File: config.mk
export PLATFORM = sky130hd
export DESIGN_NAME = cartridge_image_parser
export DESIGN_NICKNAME = d
export VERILOG_FILES = /design/src/rtl/core/cip_pkg.sv /design/src/rtl/core/cip_parse.sv /design/src/rtl/core/cip_rsp_fifo.sv /design/src/rtl/core/cartridge_image_parser.sv
export SDC_FILE = /design/constraint.sdc
export NUM_CORES = 1
export LEC_CHECK = 0
export BUFFER_PORTS_ARGS = -buffer_cell sky130_fd_sc_hd__buf_2
export CORE_ASPECT_RATIO = 1.75
export CORE_UTILIZATION = 39
export DETAILED_ROUTE_END_ITERATION = 7
export GPL_ROUTABILITY_DRIVEN = 0
export GPL_TIMING_DRIVEN = 0
export PLACE_DENSITY = 0.59
export SLEW_MARGIN = 5
export SYNTH_ARGS = -nofsm -noshare
export SYNTH_HDL_FRONTEND = slang
export SYNTH_HIERARCHICAL = 1
export SYNTH_SLANG_ARGS = --single-unit
File: constraint.sdc
create_clock -name clock -period 16.4 [get_ports clock]
set_input_delay 1.64 -clock clock [delete_from_list [all_inputs] [get_ports clock]]
set_output_delay 1.64 -clock clock [all_outputs]
set_load 0.01 [all_outputs]
File: src/rtl/core/cip_pkg.sv
package cip_pkg;

   // result kinds, carried on tuser
   localparam logic [1:0] KIND_PRG    = 2'd0;
   localparam logic [1:0] KIND_CHR    = 2'd1;
   localparam logic [1:0] KIND_REPORT = 2'd2;

   // report status codes
   localparam logic [2:0] ST_OK      = 3'd0;
   localparam logic [2:0] ST_BAD     = 3'd1;
   localparam logic [2:0] ST_NES2    = 3'd2;
   localparam logic [2:0] ST_NO_PRG  = 3'd3;
   localparam logic [2:0] ST_TOO_BIG = 3'd4;
   localparam logic [2:0] ST_MAPPER  = 3'd5;

   localparam int unsigned POS_W   = 20;
   localparam logic [POS_W-1:0] POS_MAX = '1;
   localparam int unsigned HDR_CNT = 5;
   localparam int unsigned DATA_W  = 80;
   localparam int unsigned FIFO_DEPTH = 4;
   localparam int unsigned PTR_W   = $clog2(FIFO_DEPTH);
   localparam int unsigned CNT_W   = $clog2(FIFO_DEPTH + 1);

   typedef struct packed {
      logic [1:0]        kind;
      logic [DATA_W-1:0] data;
   } rsp_item_type;

   // up to two results of one item, written in order
   typedef struct packed {
      logic [1:0]   count;
      rsp_item_type first;
      rsp_item_type second;
   } res_pair_type;

   function automatic logic [7:0] magic_byte(input logic [1:0] idx);
      logic [7:0] val;
      case (idx)
         2'd0:    val = 8'h4E;
         2'd1:    val = 8'h45;
         2'd2:    val = 8'h53;
         default: val = 8'h1A;
      endcase
      return val;
   endfunction

endpackage

File: src/rtl/core/cip_parse.sv
module cip_parse #(
   parameter int unsigned PRG_ROM_MAX  = 262144,
   parameter int unsigned CHR_ROM_MAX  = 8192,
   parameter int unsigned PRG_RAM_MAX  = 32768,
   parameter int unsigned CHR_RAM_SIZE = 8192
) (
   input  logic                  clock,
   input  logic                  reset,
   input  logic                  take,
   input  logic [7:0]            byte_value,
   input  logic                  final_byte,
   output cip_pkg::res_pair_type results
);
   import cip_pkg::*;

   localparam logic [22:0] PRG_LIM       = 23'(PRG_ROM_MAX);
   localparam logic [20:0] CHR_LIM       = 21'(CHR_ROM_MAX);
   localparam logic [7:0]  UNIT_LIM      = 8'(PRG_RAM_MAX / 8192);
   localparam logic [13:0] CHR_RAM_FIELD = 14'(CHR_RAM_SIZE);

   logic [POS_W-1:0] pos_ff, pos_in;
   logic [7:0]       hdr_ff [HDR_CNT];
   logic             magic_ff, magic_in;
   logic [2:0]       hstat_ff, hstat_in;

   logic [21:0] prg_total;
   logic [20:0] chr_raw, chr_total;
   logic [9:0]  trainer;
   logic [2:0]  judge;
   logic [POS_W-1:0] off, off2;
   logic        off_ge, in_prg, in_chr, write_ok;
   logic [21:0] chr_off;
   logic [17:0] wr_addr;

   logic [20:0] size, skip, avail;
   logic [21:0] prg_got, rest, chr_got;
   logic [7:0]  units, mapper;
   logic [2:0]  st_base, st_rep;
   logic [1:0]  mirr;
   logic        batt, chr_ram;
   logic [13:0] chr_field;
   rsp_item_type wr_item, rep_item;

   assign prg_total = {hdr_ff[0], 14'd0};
   assign chr_raw   = {hdr_ff[1], 13'd0};
   assign chr_total = (chr_raw > CHR_LIM) ? CHR_LIM : chr_raw;
   assign trainer   = hdr_ff[2][2] ? 10'd512 : 10'd0;

   // verdict uses the header as stored, the magic including this byte
   always_comb begin
      if (!magic_in) begin
         judge = ST_BAD;
      end else if ((hdr_ff[3] & 8'h0C) == 8'h08) begin
         judge = ST_NES2;
      end else if (prg_total == '0) begin
         judge = ST_NO_PRG;
      end else if ({1'b0, prg_total} > PRG_LIM) begin
         judge = ST_TOO_BIG;
      end else begin
         judge = ST_OK;
      end
   end

   // data write path
   assign off     = pos_ff - POS_W'(16);
   assign off_ge  = off >= POS_W'(trainer);
   assign off2    = off - POS_W'(trainer);
   assign in_prg  = {2'b00, off2} < prg_total;
   assign chr_off = {2'b00, off2} - prg_total;
   assign in_chr  = chr_off < {1'b0, chr_total};
   assign write_ok = (pos_ff >= POS_W'(16)) && (pos_ff != POS_MAX) && (hstat_ff == ST_OK)
                     && off_ge && (in_prg || in_chr);
   assign wr_addr = in_prg ? off2[17:0] : chr_off[17:0];

   always_comb begin
      wr_item      = '0;
      wr_item.kind = in_prg ? KIND_PRG : KIND_CHR;
      wr_item.data[17:0]  = wr_addr;
      wr_item.data[25:18] = byte_value;
   end

   // final report
   assign size    = {1'b0, pos_ff} + 21'd1;
   assign skip    = 21'd16 + 21'(trainer);
   assign avail   = (size > skip) ? size - skip : '0;
   assign prg_got = (prg_total < {1'b0, avail}) ? prg_total : {1'b0, avail};
   assign rest    = {1'b0, avail} - prg_got;
   assign chr_got = ({1'b0, chr_total} < rest) ? {1'b0, chr_total} : rest;
   assign mapper  = (hdr_ff[3] & 8'hF0) | (hdr_ff[2] >> 4);
   assign mirr    = hdr_ff[2][3] ? 2'd2 : (hdr_ff[2][0] ? 2'd1 : 2'd0);
   assign batt    = hdr_ff[2][1];
   assign chr_ram = (hdr_ff[1] == 8'd0);
   assign chr_field = chr_ram ? CHR_RAM_FIELD : chr_got[13:0];

   always_comb begin
      units = (hdr_ff[4] == 8'd0) ? 8'd1 : hdr_ff[4];
      if (units > UNIT_LIM) begin
         units = UNIT_LIM;
      end
   end

   always_comb begin
      if (pos_ff < POS_W'(15)) begin
         st_base = ST_BAD;
      end else if (pos_ff == POS_W'(15)) begin
         st_base = judge;
      end else begin
         st_base = hstat_ff;
      end
      st_rep = st_base;
      if (st_base == ST_OK && mapper != 8'd0 && mapper != 8'd2) begin
         st_rep = ST_MAPPER;
      end
   end

   always_comb begin
      rep_item      = '0;
      rep_item.kind = KIND_REPORT;
      rep_item.data[28:26] = st_rep;
      if (st_base != ST_BAD) begin
         rep_item.data[36:29] = mapper;
      end
      if (st_base == ST_OK) begin
         rep_item.data[38:37] = mirr;
         rep_item.data[39]    = batt;
         rep_item.data[40]    = chr_ram;
         rep_item.data[43:41] = units[2:0];
         rep_item.data[62:44] = prg_got[18:0];
         rep_item.data[76:63] = chr_field;
      end
   end

   always_comb begin
      results = '0;
      if (take) begin
         if (write_ok) begin
            results.first  = wr_item;
            results.second = rep_item;
            results.count  = final_byte ? 2'd2 : 2'd1;
         end else if (final_byte) begin
            results.first = rep_item;
            results.count = 2'd1;
         end
      end
   end

   // state update
   always_comb begin
      pos_in   = (pos_ff != POS_MAX) ? pos_ff + POS_W'(1) : pos_ff;
      magic_in = magic_ff;
      if (pos_ff < POS_W'(4) && byte_value != magic_byte(pos_ff[1:0])) begin
         magic_in = 1'b0;
      end
      hstat_in = (pos_ff == POS_W'(15)) ? judge : hstat_ff;
   end

   always_ff @(posedge clock) begin
      if (reset) begin
         pos_ff   <= '0;
         magic_ff <= 1'b1;
         hstat_ff <= ST_OK;
         for (int i = 0; i < HDR_CNT; i++) begin
            hdr_ff[i] <= '0;
         end
      end else if (take) begin
         if (final_byte) begin
            pos_ff   <= '0;
            magic_ff <= 1'b1;
            hstat_ff <= ST_OK;
            for (int i = 0; i < HDR_CNT; i++) begin
               hdr_ff[i] <= '0;
            end
         end else begin
            pos_ff   <= pos_in;
            magic_ff <= magic_in;
            hstat_ff <= hstat_in;
            for (int i = 0; i < HDR_CNT; i++) begin
               if (pos_ff == POS_W'(4 + i)) begin
                  hdr_ff[i] <= byte_value;
               end
            end
         end
      end
   end

endmodule

File: src/rtl/core/cip_rsp_fifo.sv
module cip_rsp_fifo (
   input  logic                  clock,
   input  logic                  reset,
   input  cip_pkg::res_pair_type push,
   output logic                  space_ok,
   output logic                  out_valid,
   input  logic                  out_ready,
   output cip_pkg::rsp_item_type out_item
);
   import cip_pkg::*;

   rsp_item_type     mem_ff [FIFO_DEPTH];
   logic [PTR_W-1:0] wr_ff, wr_in, rd_ff, rd_in;
   logic [CNT_W-1:0] cnt_ff, cnt_in;
   logic             pop;

   assign out_valid = (cnt_ff != '0);
   assign out_item  = mem_ff[rd_ff];
   assign pop       = out_valid && out_ready;
   // two free entries needed, an item may give two results
   assign space_ok  = (cnt_ff <= CNT_W'(FIFO_DEPTH - 2));

   always_comb begin
      wr_in  = wr_ff + PTR_W'(push.count);
      rd_in  = pop ? rd_ff + PTR_W'(1) : rd_ff;
      cnt_in = cnt_ff + CNT_W'(push.count) - CNT_W'(pop);
   end

   always_ff @(posedge clock) begin
      if (reset) begin
         wr_ff  <= '0;
         rd_ff  <= '0;
         cnt_ff <= '0;
      end else begin
         wr_ff  <= wr_in;
         rd_ff  <= rd_in;
         cnt_ff <= cnt_in;
      end
   end

   always_ff @(posedge clock) begin
      if (push.count != 2'd0) begin
         mem_ff[wr_ff] <= push.first;
      end
      if (push.count == 2'd2) begin
         mem_ff[wr_ff + PTR_W'(1)] <= push.second;
      end
   end

endmodule

File: src/rtl/core/cartridge_image_parser.sv
// channel | dir | handshake             | payload
// req     | in  | req_tvalid/req_tready | tdata byte_value, tlast final_byte
// rsp     | out | rsp_tvalid/rsp_tready | tuser kind, tdata write and report fields
//
// one item per cycle while the queue has space: an input register, one pass of parse logic,
// then a four-entry result queue; the last byte may give two results
// an accepted item is held in the input register, then in the result queue, before rsp
// reset (synchronous, active high) clears the header state and empties the queue
// req_tready drops only while the queue holds more than two results
module cartridge_image_parser #(
   parameter int unsigned PRG_ROM_MAX  = 262144,
   parameter int unsigned CHR_ROM_MAX  = 8192,
   parameter int unsigned PRG_RAM_MAX  = 32768,
   parameter int unsigned CHR_RAM_SIZE = 8192
) (
   input  logic        clock,
   input  logic        reset,
   input  logic        req_tvalid,
   output logic        req_tready,
   input  logic [7:0]  req_tdata,   // [7:0] byte_value
   input  logic        req_tlast,   // final_byte
   output logic        rsp_tvalid,
   input  logic        rsp_tready,
   output logic [79:0] rsp_tdata,   // [17:0] write_address, [25:18] write_data,
                                    // [28:26] status, [36:29] mapper_number,
                                    // [38:37] mirroring, [39] battery, [40] chr_is_ram,
                                    // [43:41] ram_units, [62:44] prg_bytes,
                                    // [76:63] chr_bytes, [79:77] zero
   output logic [1:0]  rsp_tuser    // [1:0] kind
);
   import cip_pkg::*;

   // input register
   logic       in_valid_ff, in_valid_in;
   logic [7:0] in_byte_ff;
   logic       in_last_ff;
   logic       space_ok, advance;

   res_pair_type results;
   rsp_item_type out_item;

   assign advance     = in_valid_ff && space_ok;
   assign req_tready  = !in_valid_ff || advance;
   assign in_valid_in = (req_tvalid && req_tready) || (in_valid_ff && !advance);

   always_ff @(posedge clock) begin
      if (reset) begin
         in_valid_ff <= 1'b0;
      end else begin
         in_valid_ff <= in_valid_in;
      end
   end

   // payload needs no reset
   always_ff @(posedge clock) begin
      if (req_tvalid && req_tready) begin
         in_byte_ff <= req_tdata;
         in_last_ff <= req_tlast;
      end
   end

   // header tracking and write / report generation
   cip_parse #(
      .PRG_ROM_MAX  (PRG_ROM_MAX),
      .CHR_ROM_MAX  (CHR_ROM_MAX),
      .PRG_RAM_MAX  (PRG_RAM_MAX),
      .CHR_RAM_SIZE (CHR_RAM_SIZE)
   ) u_parse (
      .clock      (clock),
      .reset      (reset),
      .take       (advance),
      .byte_value (in_byte_ff),
      .final_byte (in_last_ff),
      .results    (results)
   );

   // result queue, decouples the sides
   cip_rsp_fifo u_fifo (
      .clock     (clock),
      .reset     (reset),
      .push      (results),
      .space_ok  (space_ok),
      .out_valid (rsp_tvalid),
      .out_ready (rsp_tready),
      .out_item  (out_item)
   );

   assign rsp_tdata = out_item.data;
   assign rsp_tuser = out_item.kind;

endmodule

# Word-level counts from Yosys, hierarchy flattened

Memory sizes are Yosys's and may differ from the RTL's. A register that Yosys moved wholly into a read port is not among the register bits.
Index checks and enable logic that the tools add are counted.

Flip-flop bits (word level): 41
RAM bits: 368
Input port bits: 13
Output and inout bits: 84
Memories kept: 2

Memory list:

| name           | words | bits a word | rd ports | clocked after memory_dff | write ports | RTL line           | source |
|---|---|---|---|---|---|---|---|
| u_fifo.mem_ff  | 4     | 82          | 1        | 1                        | 2           | cip_rsp_fifo.sv:12 | `rsp_item_type mem_ff [FIFO_DEPTH];` |
| u_parse.hdr_ff | 5     | 8           | 5        | 0                        | 5           | cip_parse.sv:22    | `logic [7:0] hdr_ff [HDR_CNT];` |

Add/subtract/negate cells: 13
$lt $le $gt $ge: 13
Equality and inequality tests: 14
Multiplexer cells: 79
Bitwise gates (word level): 11
Reduce and logical (&&, ||, !) cells: 27

Operator list:

| operator                | number |
|---|---|
| $mux W166               | 1 |
| $mux W8                 | 12 |
| $mux W84                | 1 |
| $mux W83                | 1 |
| $mux W82                | 1 |
| $eq A20 B3 Y1 const B   | 4 |
| $lt A22 B21 Y1          | 2 |
| $mux W21                | 2 |
| $eq A20 B4 Y1 const B   | 2 |
| $mux W20                | 2 |
| $mux W40                | 1 |
| $mux W1                 | 39 |
| $mux W14                | 2 |
| $mux W3                 | 9 |
| $gt A22 B19 Y1 const B  | 1 |
| $logic_not A22 Y1       | 1 |
| $lt A20 B22 Y1          | 1 |
| $lt A21 B22 Y1          | 1 |
| $mux W22                | 1 |
| $sub A20 B22 Y22        | 1 |
| $sub A21 B22 Y22        | 1 |
| $add A20 B1 Y21 const B | 1 |
| $gt A21 B14 Y1 const B  | 1 |
| $gt A21 B21 Y1          | 1 |
| 37 further kinds        | 68 |

# Logic depth before layout (Yosys ltp)

Gate-level depths: netlist of run 1.

Depth after elaboration: 18
Mapped depth: 44
Mapped depth without buffers: 38

# By module

The synthesis of run 1 kept the hierarchy.

By module, submodules not included:

| module                 | instances | cells an instance | area each (um^2) |
|---|---|---|---|
| cip_rsp_fifo           | 1         | 842               | 16392.0 |
| cip_parse              | 1         | 1024              | 7712.4 |
| cartridge_image_parser | 1         | 15                | 332.8 |

# Worst setup path before layout of run 1

OpenSTA, ideal clock, no wires.

Path type: flip-flop to flip-flop
Start point: register u_parse.pos_ff[5]
End point: memory u_fifo/mem_ff[0][0] (netlist name), enable pin
Library setup time: 635 ps
Arrival: 11130 ps
Required time: 15765 ps
Setup slack: 4634 ps
Cell stages (with the launch flop): 29
Buffers on the path: 2
Period minus slack after synthesis: 11766 ps
Cell sequence: dfxtp_1 buf_2 nor2_1 nand2_1 or2_2 xor2_1 ha_1 ha_1 nor2b_1 a21bo_2 xnor2_1 inv_1 ha_1 nor2b_1 o21ai_0 a21boi_0 nor2_1 ha_1 nor3_1 and3_1 nor4bb_1 o21bai_1 o221ai_1 a21oi_1 clkbuf_1 ha_1 and2_1 o21bai_1 o21ai_0

RTL lines:

| what                   | RTL line           | source |
|---|---|---|
| start, declared        | cip_parse.sv:21    | `logic [POS_W-1:0] pos_ff, pos_in;` |
| start signal, assigned | cip_parse.sv:174   | `pos_ff <= pos_in;` |
| end, declared          | cip_rsp_fifo.sv:12 |  |

==> results of run 1 <==
## worst register-to-register path, delay by kind of cell, from the launching register on
family | cells | cell delay, ps
AO/OA/AOI/OAI | 13 | 3510
AND/OR/NAND/NOR | 14 | 3420
buffers and inverters | 8 | 2390
adder cells (fa/ha/maj) | 4 | 1180
flip-flops | 1 | 530
multiplexers | 1 | 250
XOR/XNOR | 1 | 200
## logic make-up after synthesis
kind of cell,share of synthesized area [%]
buffers and inverters,5.04
AND/OR/NAND/NOR,11.1
multiplexers,23.3
adder cells (fa/ha/maj),3.13
XOR/XNOR,2.33
flip-flops,48.9
AO/OA/AOI/OAI,6.20
other,0.0307
## layer usage
metal	up-vias	share of wire (%)
li1	7523	-
met1	8260	37
met2	529	52
met3	175	4.1
met4	0	6.8
met5	-	0
## final timing paths
kind                     endpoint  cells after the start
max reg2reg  u_fifo/mem_ff[0][74]                     41
min reg2reg   u_parse/hstat_ff[0]                      2
min           u_parse/hstat_ff[0]                      2
max          u_fifo/mem_ff[0][74]                     41
## metrics by stage
step	std cells	TNS [ps]	hold slack (ps)	instance area, sq um
final	2910	0	494	27700
after global routing	2910	0	526	27700
after CTS	2910	0	494	27700
after global placement	2823	-311900	467	26100
after floorplan	1928	0	440	24600
after detailed placement	2837	0	482	26400
## registers in the layout (all words and copies together), names as in the netlist, named ones only
register          cells
u_parse/hstat_ff      3
u_fifo/mem_ff       328
in_valid_ff           1
u_fifo/wr_ff          2
u_parse/magic_ff      1
u_parse/pos_ff       20
u_fifo/rd_ff          2
in_last_ff            1
in_byte_ff            8
u_fifo/cnt_ff         3
u_parse/hdr_ff       38
## cell usage after synthesis, types with 5 or more instances
cell,n,area [sq um]
clkbuf_1,48,180
a31oi_1,9,56.3
o21bai_1,11,82.6
or3_1,18,113
o211ai_1,8,60.1
xor2_1,18,158
nand4_1,22,138
and3_1,28,175
buf_4,36,270
dfxtp_1,34,681
inv_1,52,195
buf_2,37,185
nor4_1,15,93.8
nand3b_1,8,60.1
nand2b_1,14,87.6
nor2_1,166,623
mux2_2,334,3760
o22ai_1,5,31.3
and2_1,34,213
a22oi_1,8,60.1
and4_1,8,70.1
a21oi_1,48,240
buf_6,20,225
ha_1,58,726
buf_12,8,160
o21ai_0,39,195
nor3_1,34,170
o21a_1,12,90.1
nand3_1,31,155
or2_2,12,75.1
nor2b_1,18,113
edfxtp_1,375,11300
nand2_1,54,203
mux2i_1,8,80.1
xnor2_1,42,368
o311ai_0,5,43.8
mux4_2,82,1850
a311oi_1,5,43.8
a21o_1,10,75.1
nand4b_1,5,43.8
## cell type report
class	instances	area (sq um)
Timing Repair Buffer	110	768
Multi-Input combinational cell	1314	11500
Buffer	152	1030
Clock buffer	53	1100
Sequential cell	409	11900
Inverter	53	199
Tap cell	799	1000
Clock inverter	20	165
Fill cell	5672	34400
## power by group
group / total, mW / switching (mW) / internal [mW]
Combinational: 0.469 / 0.255 / 0.213
Sequential: 1.18 / 0.0191 / 1.16
Clock: 0.907 / 0.401 / 0.506
Total: 2.56 / 0.676 / 1.88
==> summary.log, run 1 <==
qor: outcome.status finished clean
qor: timing.slew-limit-headroom 7.65%
qor: critical_path.cp-startpoint u_parse/pos_ff[0]
qor: finish.antenna_cells_inserted 0
qor: clock_network.numCtsBuffers 40
qor: floorplanning.placeableCoreArea 62,100 sq um
qor: global_routing.initial_antenna_violation_count 0
qor: route.drt_iter0_drc 1,231
qor: clock_network.clkTransAtPathRegs 60 ps
qor: critical_path.slowest_delay 530 ps
qor: power_and_ir_drop.peakVddDrop 0.0576 mV
qor: finish.utilization 44.6%
qor: critical_path.worst_ep_required_time 16,830 ps
qor: finish.area.growth.synth_to_final 13.3%
qor: global_routing.grt.met3_usage 2.45%
qor: route.drcViolationCount 0
qor: timing.period_needed 11,590 ps
qor: critical_path.critical_path_class reg -> reg
qor: timing.worstMarginPinSlew 1390 ps
qor: yosys.synthesis.area_per_instance 13.0 sq um
qor: yosys.async_reset_ff_share 0%
qor: clock_network.tritoncts built
qor: critical_path.cp_common_cell clkbuf_1
qor: route.drt_pass1_iterations 6
qor: timing.final-max-slew-violation-count 0
qor: yosys.ys.warnings.count 6
qor: floorplanning.dieArea 63,700 sq um
qor: floorplanning.fp.dieH 333 um
qor: critical_path.cp_max_fo 10
qor: global_routing.global_route.usage.met2 40.8%
qor: critical_path.critPathLaunchType flop
qor: timing.layout_setup_ws 4810 ps
qor: yosys.ys_types 94
qor: floorplanning.count_of_standard_cell_rows 121
qor: global_routing.gr-total-overflow 0
qor: yosys.mappedNetlistArea 24,400 sq um
qor: finish.most_frequent_standard_cell_in_the_layout_excluding_fill_and_tap_cells edfxtp_1
qor: clock_network.clockBufferDepth 3
qor: finish.most_used_cells_in_the_layout_excluding_fill_and_tap_cells edfxtp_1, mux2_2, nor2_1
qor: yosys.sequential_cell_area_fraction_in_the_yosys_report 48.9%
qor: critical_path.worst_setup_ep_type flop
qor: clock_network.post_cts_resized 0
qor: global_routing.grt_start_max_net_pins 24
qor: global_routing.groute.usage.overall 22.5%
qor: global_routing.grt_most_used_layer met2
qor: route.vias_per_cell 5.67
qor: finish.post_route_cells_drive_above_1_share 34.9%
qor: yosys.ys_seq_elements 409
qor: critical_path.r2r_slack 4810 ps
qor: yosys.postSynthCellCount 1,881
qor: power_and_ir_drop.fin_total_pwr 2.56 mW
qor: clock_network.cts.htree.levels 2
qor: route.wire_length_reported_by_the_detailed_router 71,600 um
qor: floorplanning.dieWidth 191 um
qor: floorplanning.initial_core_util 39.4%
qor: clock_network.cts_setup_buffers 0
qor: placed_design.place.port_buffers 96
qor: timing.timing_hold_violations_final 0
qor: critical_path.critPathBufInv 8
qor: critical_path.critical_path.top_delay_family compound AO/OA/AOI/OAI gates
qor: yosys.ys.flop_type edfxtp_1
qor: timing.finalClockSkew 23.3 ps
qor: placed_design.pre_cts_slack 5280 ps
qor: route.wl_per_cell 24.6 um
qor: critical_path.beginning_of_the_worst_register_to_register_path u_parse/pos_ff[0]
qor: clock_network.ctsRootBufferMaster clkbuf_16
qor: finish.finalNetCount 2,153
qor: job.drv.max_cap_violation_count 0
qor: global_routing.use_met1 24.6%
qor: clock_network.cts.sink_count 409
qor: critical_path.critical_path.slowest_cell dfxtp_1
qor: global_routing.first_global_vias 17,200
qor: timing.max_freq 86.3 MHz
qor: route.vias 16,500
qor: global_routing.wire_length_of_the_first_global_routing_pass 106,000 um
qor: route.antenna_violating_nets_post_route 0
qor: hold_path.worstHoldStart u_parse/hstat_ff[0]
qor: timing.setup_viol 0
qor: floorplanning.pin_count 97
qor: timing.unrepaired_setup_endpoints_after_global_routing false
qor: clock_network.postCtsHoldBufs 0
qor: timing.timing.final.crit_share 70.7%
qor: placed_design.hpwlAfterDp 51,800 um
qor: power_and_ir_drop.power_leakage 10.2 nW
qor: hold_path.hp-class reg -> reg
qor: power_and_ir_drop.cellPowerDensity 92.4 nW/um^2
qor: critical_path.arrival_worst_endpoint 12,030 ps
qor: yosys.synth_enable_flop_cells 375
qor: clock_network.clkLatencyLatePin 570 ps
Power figures use the tool's default switching activity.
==> run 2, diff against run 1 <==
--- a/config.mk
+++ b/config.mk
@@ -11,7 +11,7 @@
 export DETAILED_ROUTE_END_ITERATION = 7
 export GPL_ROUTABILITY_DRIVEN = 0
 export GPL_TIMING_DRIVEN = 0
-export PLACE_DENSITY = 0.59
+export PLACE_DENSITY = 0.61
 export SLEW_MARGIN = 5
 export SYNTH_ARGS = -nofsm -noshare
 export SYNTH_HDL_FRONTEND = slang
==> constraint.sdc (replaced) <==
create_clock -name clock -period 9.75 [get_ports clock]
set_input_delay 0.975 -clock clock [delete_from_list [all_inputs] [get_ports clock]]
set_output_delay 0.975 -clock clock [all_outputs]
set_load 0.01 [all_outputs]
==> run 2 against run 1 <==
The flow now finishes with violations (design-rule violations); combinational power rose by 68%; cell area increased by 0.88%; clock-buffer cell count down 1; utilization is 0.39 points higher; non-clock buffer count rose by 4; first-iteration DRC count down 1.4%; sequential share of layout area down 0.37 points; largest power group unchanged; highest routed layer unchanged.
==> summary.log, run 2 (synthesized netlist as in run 1, its figures left out) <==
qor: global_routing.wire_length_of_the_first_global_routing_pass 105,000 um
qor: timing.final-max-slew-violation-count 0
qor: global_routing.groute.usage.overall 22.2%
qor: route.wl_per_cell 24.2 um
qor: floorplanning.dieArea 63,700 sq um
qor: floorplanning.placeableCoreArea 62,100 sq um
qor: clock_network.cts.sink_count 409
qor: timing.period_needed 9160 ps
qor: clock_network.tritoncts built
qor: timing.worstMarginPinSlew 1410 ps
qor: finish.most_used_cells_in_the_layout_excluding_fill_and_tap_cells edfxtp_1, mux2_2, nor2_1
qor: critical_path.worst_setup_ep_type flop
qor: route.drcViolationCount 1
qor: timing.unrepaired_setup_endpoints_after_global_routing false
qor: job.drv.max_cap_violation_count 0
qor: finish.antenna_cells_inserted 0
qor: critical_path.worst_ep_required_time 10,060 ps
qor: clock_network.clockBufferDepth 3
qor: critical_path.critical_path.slowest_cell a211o_2
qor: critical_path.critPathLaunchType flop
qor: global_routing.first_global_vias 17,300
qor: finish.utilization 45.0%
qor: floorplanning.pin_count 97
qor: clock_network.cts.htree.levels 2
qor: finish.flip_flop_count_of_the_largest_register_all_copies_and_words_added 328
qor: route.vias 16,500
qor: route.antenna_violating_nets_post_route 0
qor: finish.most_frequent_standard_cell_in_the_layout_excluding_fill_and_tap_cells edfxtp_1
qor: global_routing.grt_start_max_net_pins 22
qor: finish.area.growth.synth_to_final 14.3%
qor: route.drt_iter0_drc 1,214
qor: hold_path.hp-class reg -> reg
qor: outcome.status finished, violations left
qor: clock_network.ctsRootBufferMaster clkbuf_16
qor: route.vias_per_cell 5.68
qor: finish.largest-register u_fifo/mem_ff
qor: finish.finalNetCount 2,156
qor: floorplanning.count_of_standard_cell_rows 121
qor: clock_network.numCtsBuffers 39
qor: route.wire_length_reported_by_the_detailed_router 70,400 um
qor: timing.slew-limit-headroom 6.17%
qor: critical_path.critPathBufInv 6
qor: timing.timing.final.crit_share 93.9%
qor: critical_path.slowest_delay 460 ps
qor: floorplanning.fp.dieH 333 um
qor: critical_path.arrival_worst_endpoint 9470 ps
qor: critical_path.critical_path_class reg -> reg
qor: finish.post_route_cells_drive_above_1_share 36.2%
qor: power_and_ir_drop.cellPowerDensity 155 nW/um^2
qor: timing.setup_viol 0
qor: clock_network.clkTransAtPathRegs 70 ps
qor: route.drt_pass1_iterations 7
qor: critical_path.cp_max_fo 10
qor: power_and_ir_drop.peakVddDrop 0.118 mV
qor: floorplanning.initial_core_util 39.4%
qor: clock_network.clkLatencyLatePin 580 ps
qor: timing.max_freq 109 MHz
qor: timing.fin_setup_tns 0 ps
qor: outcome.violations_in_the_final_reports design-rule violations
qor: timing.timing_hold_violations_final 0
qor: placed_design.hpwlAfterDp 51,400 um
qor: placed_design.place.port_buffers 96
qor: global_routing.gr-total-overflow 0
qor: floorplanning.dieWidth 191 um
qor: global_routing.initial_antenna_violation_count 0
qor: finish.layout_top_registers u_fifo/mem_ff x328, u_parse/hdr_ff x38, u_parse/pos_ff x20
qor: timing.finalClockSkew 31.9 ps
qor: critical_path.critical_path.top_delay_family compound AO/OA/AOI/OAI gates
qor: power_and_ir_drop.power_leakage 10.3 nW
-- run 2: cell types whose count changed in the layout (fill, tap and decap cells not counted), moves of 3 or more --
cell      before  now
clkbuf_4       0    6
clkbuf_1      56   53
buf_12        21   17
buf_2        133  129
nor3_2         4    7
buf_4         36   40
nor2_1       164  160
nor2_2         0    4
clkinv_1       7    3
buf_16         1    7
nor3_1        34   30
-- run 2: report_power, final --
part	internal [mW]	switching (mW)
Sequential	1.96	0.0332
Combinational	0.362	0.426
Clock	0.875	0.679
Total	3.19	1.14
-- run 2: tightest hold or removal path: stages (launching register included) --
cell     delay, ps
dfxtp_1        330
nand2_1         60
a21oi_1         50
-- run 2: worst paths after layout --
path	startpoint	endpoint	slack (ps)	depth (start not counted)
max reg2reg	u_parse/pos_ff[1]	u_fifo/mem_ff[1][73]	590	40
min	u_parse/hstat_ff[0]	u_parse/hstat_ff[0]	490	2
max	u_parse/pos_ff[1]	u_fifo/mem_ff[1][73]	590	40
min reg2reg	u_parse/hstat_ff[0]	u_parse/hstat_ff[0]	490	2
-- run 2: metal layers --
layer	vias up	part of all wire, %	GRT usage [%]
met5	-	0	0
met4	0	7.0	14.0
met3	187	5.0	2.93
met2	574	53	40.6
met1	8252	35	23.7
li1	7527	-	-
-- run 2: final cells by class --
type,count,area [sq um]
Multi-Input combinational cell,1314,11600
Tap cell,799,1000
Buffer,150,1040
Clock inverter,17,219
Inverter,53,199
Timing Repair Buffer,116,883
Sequential cell,409,11900
Fill cell,5666,34100
Clock buffer,52,1050
-- run 2: timing repair --
item	4_1_cts	5_1_grt
hold buffers	0	0
endpoints found under the hold margin	0	0
setup buffers	0	3
pin swaps	0	2
gates resized for setup	15	23
setup endpoints to repair	56	211
-- run 2: stage by stage --
| step | cells | hold slack, ps | setup slack [ps] | power, mW | cell area (sq um) |
|---|---|---|---|---|---|
| 2_1_floorplan | 1928 | 440 | 30.2 | 2.54 | 24600 |
| 3_3_place_gp | 2823 | 468 | -6010 | 2.82 | 26100 |
| 3_5_place_dp | 2839 | 474 | -1330 | 2.83 | 26500 |
| 4_1_cts | 2906 | 483 | 46.1 | 4.38 | 27800 |
| 5_1_grt | 2910 | 519 | 18.8 | 4.50 | 27900 |
| 6_report | 2910 | 487 | 595 | 4.33 | 27900 |
